**src/rtl/sdt_pkg.sv**
```systemverilog
`timescale 1ns / 1ps
`default_nettype none
// ----------------------------------------------------------------------------
// sdt_pkg
// Shared types, constants and helpers of the SCARA dynamics terms unit.
// ----------------------------------------------------------------------------
package sdt_pkg;

  localparam int unsigned      CORDIC_STAGES_DEFAULT = 16;
  localparam logic [19:0]      GRAVITY_Q16_DEFAULT   = 20'd642908;

  // Angles in Q4.28 radians
  localparam logic signed [32:0] PI_Q28      = 33'sd843314857;
  localparam logic signed [32:0] TWO_PI_Q28  = 33'sd1686629713;
  localparam logic signed [32:0] HALF_PI_Q28 = 33'sd421657428;
  localparam logic signed [31:0] GAIN_Q28    = 32'sd163008219;

  typedef enum logic [2:0] {
    REG_LINK1_LENGTH = 3'd0,
    REG_LINK2_LENGTH = 3'd1,
    REG_MASS_ONE     = 3'd2,
    REG_MASS_TWO     = 3'd3,
    REG_MASS_THREE   = 3'd4,
    REG_MASS_FOUR    = 3'd5,
    REG_YAW_INERTIA  = 3'd6
  } sdt_reg_e;

  typedef struct packed {
    logic signed [15:0] joint2_angle;
    logic signed [15:0] joint1_rate;
    logic signed [15:0] joint2_rate;
  } sdt_in_t;

  typedef struct packed {
    logic signed [31:0] inertia_11;
    logic signed [31:0] inertia_22;
    logic signed [31:0] inertia_33;
    logic signed [31:0] inertia_44;
    logic signed [31:0] inertia_12;
    logic signed [31:0] inertia_14;
    logic signed [31:0] coriolis_11;
    logic signed [31:0] coriolis_21;
    logic signed [31:0] coriolis_12;
    logic signed [31:0] gravity_3;
  } sdt_out_t;

  typedef struct packed {
    logic signed [15:0] qd1;
    logic signed [15:0] qd2;
  } sdt_rates_t;

  // Terms that depend on the registers only
  typedef struct packed {
    logic [41:0]        t16;         // a1 a2 M, Q16
    logic [42:0]        r_one;       // diagonal sum for entry 1-1, Q15
    logic [41:0]        r_two;       // diagonal sum for entry 2-2, Q15
    logic signed [31:0] inertia_22;
    logic signed [31:0] inertia_33;
    logic signed [31:0] inertia_44;
    logic signed [31:0] inertia_14;
    logic signed [31:0] gravity_3;
  } sdt_coef_t;

  // atan(2^-i) in Q4.28, rounded
  function automatic logic signed [31:0] atan_q28(input int unsigned i);
    logic signed [31:0] a;
    case (i)
      0:       a = 32'sd210828714;
      1:       a = 32'sd124459457;
      2:       a = 32'sd65760959;
      3:       a = 32'sd33381290;
      4:       a = 32'sd16755422;
      5:       a = 32'sd8385879;
      6:       a = 32'sd4193963;
      7:       a = 32'sd2097109;
      8:       a = 32'sd1048571;
      9:       a = 32'sd524287;
      10:      a = 32'sd262144;
      11:      a = 32'sd131072;
      default: a = 32'sh1000_0000 >>> i;
    endcase
    return a;
  endfunction

  function automatic logic signed [31:0] sat32(input logic signed [63:0] v);
    logic signed [31:0] r;
    if (v > 64'sd2147483647) begin
      r = 32'sh7FFF_FFFF;
    end else if (v < -64'sd2147483648) begin
      r = 32'sh8000_0000;
    end else begin
      r = v[31:0];
    end
    return r;
  endfunction

endpackage
`default_nettype wire

```
**src/rtl/sdt_cordic.sv**
```systemverilog
`timescale 1ns / 1ps
`default_nettype none
// ----------------------------------------------------------------------------
// sdt_cordic
// Pipelined rotation CORDIC: range reduction, one stage per micro-rotation,
// rounding to Q16 sine and cosine.
// ----------------------------------------------------------------------------
module sdt_cordic
  import sdt_pkg::*;
#(
  parameter int unsigned STAGES = CORDIC_STAGES_DEFAULT
) (
  input  wire logic               clk_i,
  input  wire logic               rst_ni,
  input  wire logic               in_valid_i,
  input  wire logic signed [15:0] in_angle_i,
  input  sdt_rates_t              in_tag_i,
  output logic                    out_valid_o,
  output logic signed [17:0]      out_sin_o,
  output logic signed [17:0]      out_cos_o,
  output sdt_rates_t              out_tag_o
);

  logic signed [32:0] z_in, z_wrap;
  logic signed [31:0] wrap_z_q;
  logic               wrap_vld_q;
  sdt_rates_t         wrap_tag_q;

  assign z_in = 33'($signed({in_angle_i, 16'h0000}));

  always_comb begin
    if (z_in > PI_Q28) begin
      z_wrap = z_in - TWO_PI_Q28;
    end else if (z_in < -PI_Q28) begin
      z_wrap = z_in + TWO_PI_Q28;
    end else begin
      z_wrap = z_in;
    end
  end

  logic signed [31:0] x_q [STAGES+1];
  logic signed [31:0] y_q [STAGES+1];
  logic signed [31:0] z_q [STAGES+1];
  logic               flip_q [STAGES+1];
  sdt_rates_t         tag_q [STAGES+1];
  logic               vld_q [STAGES+1];

  logic signed [32:0] z_w33, z_fold;
  logic               flip_d;

  assign z_w33 = 33'(wrap_z_q);

  // reflect into the right half plane and negate the cosine
  always_comb begin
    flip_d = 1'b0;
    z_fold = z_w33;
    if (z_w33 > HALF_PI_Q28) begin
      z_fold = PI_Q28 - z_w33;
      flip_d = 1'b1;
    end else if (z_w33 < -HALF_PI_Q28) begin
      z_fold = -PI_Q28 - z_w33;
      flip_d = 1'b1;
    end
  end

  always_ff @(posedge clk_i or negedge rst_ni) begin
    if (!rst_ni) begin
      wrap_vld_q <= 1'b0;
      vld_q[0]   <= 1'b0;
    end else begin
      wrap_vld_q <= in_valid_i;
      vld_q[0]   <= wrap_vld_q;
    end
  end

  always_ff @(posedge clk_i) begin
    wrap_z_q   <= z_wrap[31:0];
    wrap_tag_q <= in_tag_i;
    x_q[0]     <= GAIN_Q28;
    y_q[0]     <= '0;
    z_q[0]     <= z_fold[31:0];
    flip_q[0]  <= flip_d;
    tag_q[0]   <= wrap_tag_q;
  end

  for (genvar gi = 0; gi < STAGES; gi++) begin : g_stage
    localparam logic signed [31:0] ATAN_I = atan_q28(gi);
    logic signed [31:0] dx, dy;

    assign dx = y_q[gi] >>> gi;
    assign dy = x_q[gi] >>> gi;

    always_ff @(posedge clk_i or negedge rst_ni) begin
      if (!rst_ni) begin
        vld_q[gi+1] <= 1'b0;
      end else begin
        vld_q[gi+1] <= vld_q[gi];
      end
    end

    always_ff @(posedge clk_i) begin
      if (!z_q[gi][31]) begin
        x_q[gi+1] <= x_q[gi] - dx;
        y_q[gi+1] <= y_q[gi] + dy;
        z_q[gi+1] <= z_q[gi] - ATAN_I;
      end else begin
        x_q[gi+1] <= x_q[gi] + dx;
        y_q[gi+1] <= y_q[gi] - dy;
        z_q[gi+1] <= z_q[gi] + ATAN_I;
      end
      flip_q[gi+1] <= flip_q[gi];
      tag_q[gi+1]  <= tag_q[gi];
    end
  end

  logic signed [31:0] sin_r, cos_r;
  assign sin_r = (y_q[STAGES] + 32'sd2048) >>> 12;
  assign cos_r = (x_q[STAGES] + 32'sd2048) >>> 12;

  always_ff @(posedge clk_i or negedge rst_ni) begin
    if (!rst_ni) begin
      out_valid_o <= 1'b0;
    end else begin
      out_valid_o <= vld_q[STAGES];
    end
  end

  always_ff @(posedge clk_i) begin
    out_sin_o <= sin_r[17:0];
    out_cos_o <= flip_q[STAGES] ? -cos_r[17:0] : cos_r[17:0];
    out_tag_o <= tag_q[STAGES];
  end

endmodule
`default_nettype wire

```
**config.mk**
```make
export PLATFORM = sky130hd
export DESIGN_NAME = sdt_cordic
export DESIGN_NICKNAME = d
export VERILOG_FILES = /design/src/rtl/sdt_pkg.sv /design/src/rtl/sdt_cordic.sv
export SDC_FILE = /design/constraint.sdc
export NUM_CORES = 2
export LEC_CHECK = 0
export BUFFER_PORTS_ARGS = -buffer_cell sky130_fd_sc_hd__clkbuf_2
export CORE_ASPECT_RATIO = 1.5
export CORE_MARGIN = 3
export CORE_UTILIZATION = 60
export CTS_CLUSTER_DIAMETER = 30
export DETAILED_ROUTE_END_ITERATION = 6
export PLACE_DENSITY = 0.86
export SYNTH_ARGS = -nofsm -noshare
export SYNTH_HDL_FRONTEND = slang
export SYNTH_SLANG_ARGS = --single-unit
```
**constraint.sdc**
```tcl
create_clock -name clk_i -period 9.8 [get_ports clk_i]
set_clock_uncertainty 0.2 [all_clocks]
set_input_delay 1.96 -clock clk_i [delete_from_list [all_inputs] [get_ports clk_i]]
set_output_delay 1.96 -clock clk_i [all_outputs]
set_load 0.05 [all_outputs]
```
== Word level (Yosys, flattened, before mapping) ==
Memory sizes are Yosys's and may differ from the RTL's. A register that Yosys moved wholly into a read port is not among the register bits.
Index checks and enable logic that the tools add are counted.
Storage, ports and cells
  output and inout port bits: 69
  memory bits (writable): 2193
  memories: 5
  input port bits: 51
  word-level logic and storage cells: 270
  flip-flop bits (word level): 119
Memory list
  tag_q: words 17, bits a word 32, rd ports 17, clocked after memory_dff 1, write ports 17, line sdt_cordic.sv:45  | sdt_rates_t tag_q [STAGES+1];
  x_q: words 17, bits a word 32, rd ports 17, clocked after memory_dff 0, write ports 17, line sdt_cordic.sv:41  | logic signed [31:0] x_q [STAGES+1];
  y_q: words 17, bits a word 32, rd ports 17, clocked after memory_dff 0, write ports 17, line sdt_cordic.sv:42  | logic signed [31:0] y_q [STAGES+1];
  z_q: words 17, bits a word 32, rd ports 16, clocked after memory_dff 0, write ports 17, line sdt_cordic.sv:43  | logic signed [31:0] z_q [STAGES+1];
  flip_q: words 17, bits a word 1, rd ports 17, clocked after memory_dff 0, write ports 17, line sdt_cordic.sv:44  | logic flip_q [STAGES+1];
Cells by class
  $lt $le $gt $ge: 4
  bitwise operators: 48
  add/subtract/negate cells: 102
  multiplexer cells: 87
Operators with widths (count)
  32-bit two-way mux: 52
  32-bit by 17-bit adder with 32-bit output: 2
  32-bit by 18-bit adder with 32-bit output: 2
  32-bit by 19-bit adder with 32-bit output: 2
  32-bit by 20-bit adder with 32-bit output: 2
  32-bit by 20-bit adder with 32-bit output (second input constant): 2
  32-bit by 21-bit adder with 32-bit output: 2
  32-bit by 22-bit adder with 32-bit output: 2
  32-bit by 23-bit adder with 32-bit output: 2
  32-bit by 24-bit adder with 32-bit output: 2
  32-bit by 25-bit adder with 32-bit output: 2
  32-bit by 26-bit adder with 32-bit output: 2
  32-bit by 27-bit adder with 32-bit output: 2
  32-bit by 28-bit adder with 32-bit output: 2
  32-bit by 29-bit adder with 32-bit output: 2
  32-bit by 30-bit adder with 32-bit output: 2
  32-bit by 31-bit adder with 32-bit output: 2
  31-bit by 32-bit subtractor with 32-bit output (first input constant): 2
  32-bit by 17-bit subtractor with 32-bit output: 2
  32-bit by 18-bit subtractor with 32-bit output: 2
  32-bit by 19-bit subtractor with 32-bit output: 2
  32-bit by 20-bit subtractor with 32-bit output: 2
  32-bit by 20-bit subtractor with 32-bit output (second input constant): 2
  32-bit by 21-bit subtractor with 32-bit output: 2
  51 further kinds: 143

== Logic depth before layout (Yosys ltp) ==
An unclocked memory read counts as a cell.
  word-level depth: 4
  gate-level depth with buffers: 21
  depth with buffers taken out: 21

== Worst setup path before layout ==
OpenSTA, ideal clock, no wires.
  path kind: register to register
  start: memory x_q[6][11]
  end: memory y_q[7][31]
  library setup time: 0.072 ns
  arrival time: 4.284 ns
  cell stages (with the launch flop): 19
  path slack: 5.244 ns
  path buffers: 0
  data required time: 9.528 ns
  period minus slack after synthesis: 4.556 ns
  cell sequence: dfxtp_1 > or4_1 > nor3_1 > inv_1 > or3_1 > nor4_1 > a21oi_1 > xnor2_1 > ha_1 > a21o_1 > a21o_1 > a21oi_1 > o21bai_1 > a211o_1 > a31oi_1 > o21ai_0 > a31o_2 > a21oi_1 > xnor2_1
RTL lines (line)
  start, declared: sdt_cordic.sv:41
  end, declared: sdt_cordic.sv:42

==> summary.md <==
| Metric | Value |
|---|---|
| Final Hold Viols | `0` |
| Commonest cells after routing, fill and taps aside | `dfxtp_1, ha_1, a21oi_1` |
| # setup viols final | `0` |
| H-tree Lvls | `5` |
| Initial antenna violation count | `10` |
| Clock Root Buffer | `clkbuf_16` |
| Worst hold start | `tag_q[10][25]$_DFF_P_` |
| CP peak stage delay | `0.94 ns` |
| Hold-fix buffers at CTS | `0` |
| Clock buffer depth | `4` |
| Input/output buffers | `119` |
| Min-delay worst type | `flop to flop` |
| Failing checks | `design-rule violations` |
| Startpoint Class | `flop` |
| Final #Nets | `14800` |
| Post-route ant nets | `0` |
| DR vias | `97400` |
| Number of synthesized flops with an enable pin | `0` |
| Pin count of the biggest net entering global routing | `slightly below 80` |
| Area Overhead vs Synth | `11.8%` |
| Outcome | `finished, violations left` |
| Post-synthesis sequential area ratio | `around a third` |
| Die X | `368 microns` |
| Routability cong. | `approximately 1.0` |
| Cells after synthesis | `13100` |
| Design area | `0.132 sq mm` |
| Critical Path, Cell by Cell | `nor2_1 > nor4b_1 > nor4bb_1 > a21oi_1 > xor2_1 > ha_1 > and2_1 > and3_1 > nand2_1 > a2bb2oi_1 > o21ai_0 > o311ai_0 > a211o_1 > a21boi_0 > o2111ai_1 > o311ai_0` |
| Critical path arrival | `5.96 ns` |
| FF-to-FF Start | `y_q[7][9]$_DFF_P_` |
| Clock Pin Slew Worst Setup and Hold Paths | `0.05 ns` |
| Synth cell types | `106` |
| Syn Area/Cell | `9.02 sq um` |
| Total iterations of the first detailed-routing run | `7` |
| All-Layer GR Usage | `between 20% and 30%` |
| TNS Setup | `0 ns` |
| DPL Wire Length | `between 200000 and 250000 microns` |
| Total of max-cap violations | `0` |
| First-pass GRT wire length | `493000 microns` |
| Hold path cells | `0` |
| Bufs and invs on worst path | `0` |
| Critical Path Sink Type | `flop` |
| Worst rel slew slack | `around 23%` |
| Resized Gates After CTS | `0` |
| Final period demand of the worst path | `5.45 ns` |
| RSZ-0062 raised after global routing | `false` |
| Hold Path Sink | `tag_q[11][25]$_DFF_P_` |
| Post-CTS setup buffers | `0` |
| Post-synthesis register bit count | `roughly 2000` |
| CTS Sinks | `2039` |
| Layout cells sized above 1 | `6.57%` |
| Initial Util | `60.5%` |
| GR Overflow Total | `0` |
| Post-synth top flop | `dfxtp_1` |
| Delay-heaviest family, CP | `compound AO/OA/AOI/OAI gates` |
| Hold Slack | `about 0.11 ns` |
| Core ar. | `0.195 sq mm` |
| Actual slew at the worst max-slew pin | `1.15 ns` |
| Die Area | `0.202 sq mm` |
| CP Class | `flop to flop` |
| Critical path required time | `10.31 ns` |
| Final period util | `between 50% and 60%` |
| Die Ht | `549 microns` |
| R2R Setup Slk | `roughly 4.4 ns` |
| Reg2Reg Capture Point | `x_q[8][29]$_DFF_P_` |
| Cell Area, Synth | `0.118 sq mm` |
| Num CTS Buffers | `307` |
| Vias in the first global route | `~98000` |
| Crit-path max FO | `5` |
| Detailed Route WL | `312000 microns` |
| I/O pin total | `120` |
| Number of synthesis warnings | `0` |
| DR WL/cell | `19.3 microns` |
| Placed cell areas | `about 0.12 sq mm` |
| DP Worst Slack | `roughly 4.4 ns` |
| Via density | `between 6 and 7` |
| Ys async rst share | `0.932%` |
| Drt drc | `2` |
| Achievable Freq | `184 MHz` |
| Worst-Skew Late Latency | `0.88 ns` |
| Pins Over Slew Limit | `0` |
| Setup ws final | `4.35 ns` |
| TritonCTS clock tree | `yes` |
| Core Rows | `198` |
| Detailed Route Iter0 Violations | `5064` |
| Cell repeated most along the worst path | `o311ai_0` |
| Slowest stage cell on the critical path | `o311ai_0` |
| Reg2reg path depth | `16` |
| Leading cell type in the layout, fill and taps excluded | `dfxtp_1` |
[flip-flops by register name, summed over array words and instances (netlist names)]
signal,count
flip_q,17
out_cos_o,18
out_sin_o,18
out_tag_o,32
out_valid_o,1
tag_q,544
vld_q,17
wrap_tag_q,32
wrap_vld_q,1
wrap_z_q,19
x_q,467
y_q,468
z_q,405
[cell usage after synthesis (all sizes together), types with 23 or more instances]
library cell / count / share of area, %
a31oi: 149 / 0.79
nor3: 369 / 1.6
xor2: 589 / 4.4
nand3: 231 / 0.98
nor3b: 48 / 0.31
or3: 82 / 0.44
nand2: 633 / 2.0
o21ai: 558 / 2.4
a211oi: 99 / 0.64
o41ai: 30 / 0.24
o21a: 181 / 1.2
or4: 38 / 0.25
a221oi: 30 / 0.22
ha: 1373 / 15
a31o: 31 / 0.23
o211ai: 69 / 0.44
mux2: 60 / 0.57
nand3b: 31 / 0.20
o311ai: 29 / 0.22
and2: 77 / 0.41
or2: 40 / 0.21
and3: 102 / 0.54
clkbuf: 163 / 0.52
nand4: 105 / 0.56
nand2b: 155 / 0.82
inv: 538 / 1.7
and4: 35 / 0.26
a21o: 557 / 3.5
a21boi: 49 / 0.31
a311oi: 23 / 0.17
nor4: 91 / 0.54
o21bai: 160 / 1.0
buf: 43 / 0.14
nor2b: 144 / 0.76
dfxtp: 2020 / 34
fa: 42 / 0.71
o31a: 41 / 0.30
a211o: 42 / 0.31
o31ai: 57 / 0.36
a21oi: 1310 / 5.6
nor2: 1143 / 3.6
xnor2: 1111 / 8.3
mux2i: 67 / 0.58
[cell families (layout without fill, tap and decap cells)]
| group | Yosys count | count (layout) | synth area share, % |
|---|---|---|---|
| AOI/OAI and AO/OA | 3642 | 3642 | 19.7 |
| and+or+nand+nor | 3394 | 3394 | 14.1 |
| DFF | 2039 | 2039 | 34.7 |
| xor gates and xnor gates | 1700 | 1700 | 12.6 |
| adders and majority gates | 1415 | 1415 | 15.3 |
| buffers and inverters | 748 | 1258 | 2.39 |
| muxes | 127 | 127 | 1.15 |
| other | 2 | 10 | 0.00637 |
[worst reg2reg max path: cells and delay by family, from the launching register on]
family,cells,cell delay [ns]
flip-flops,1,0.34
AO/OA/AOI/OAI,8,2.20
XOR/XNOR,1,0.19
AND/OR/NAND/NOR,6,2.02
adder cells (fa/ha/maj),1,0.36
[through the flow]
step | std cells | utilization (%)
after CTS | 16200 | 67.6
after detailed placement | 15600 | 62.3
after global routing | 16200 | 67.6
after global placement | 15600 | 62.3
final | 16200 | 67.6
after floorplan | 13100 | -
[worst max-delay path by stage]
stage / end / cells after the start / startpoint
2_1_floorplan: y_q[7][31]$_DFF_P_ / 18 / x_q[6][11]$_DFF_P_
3_3_place_gp: x_q[8][29]$_DFF_P_ / 16 / y_q[7][9]$_DFF_P_
3_5_place_dp: x_q[8][29]$_DFF_P_ / 16 / y_q[7][9]$_DFF_P_
4_1_cts: x_q[8][29]$_DFF_P_ / 16 / y_q[7][9]$_DFF_P_
5_1_grt: x_q[8][29]$_DFF_P_ / 16 / y_q[7][9]$_DFF_P_
6_report: x_q[8][29]$_DFF_P_ / 16 / y_q[7][9]$_DFF_P_
[layout make-up]
type | instances | area [sq um]
Clock buffer | 366 | 8250
Sequential cell | 2039 | 40900
Tap cell | 2600 | 3250
Fill cell | 15000 | 63000
Clock inverter | 190 | 2220
Multi-Input combinational cell | 10300 | 74100
Antenna cell | 3 | 7.51
Inverter | 542 | 2030
Timing Repair Buffer | 160 | 903
[layer usage]
| layer | vias up | share of wire [%] | track usage (%) |
|---|---|---|---|
| met5 | - | 0.0090 | 0 |
| met4 | 4 | 10 | 26.8 |
| met3 | 1506 | 4.5 | 4.70 |
| met2 | 3085 | 52 | 57.4 |
| met1 | 45400 | 33 | 26.4 |
| li1 | 47400 | - | - |
Power is left out: the tool's default activity adds up to more than one toggle a clock period on the data nets, which glitch-free logic cannot reach.
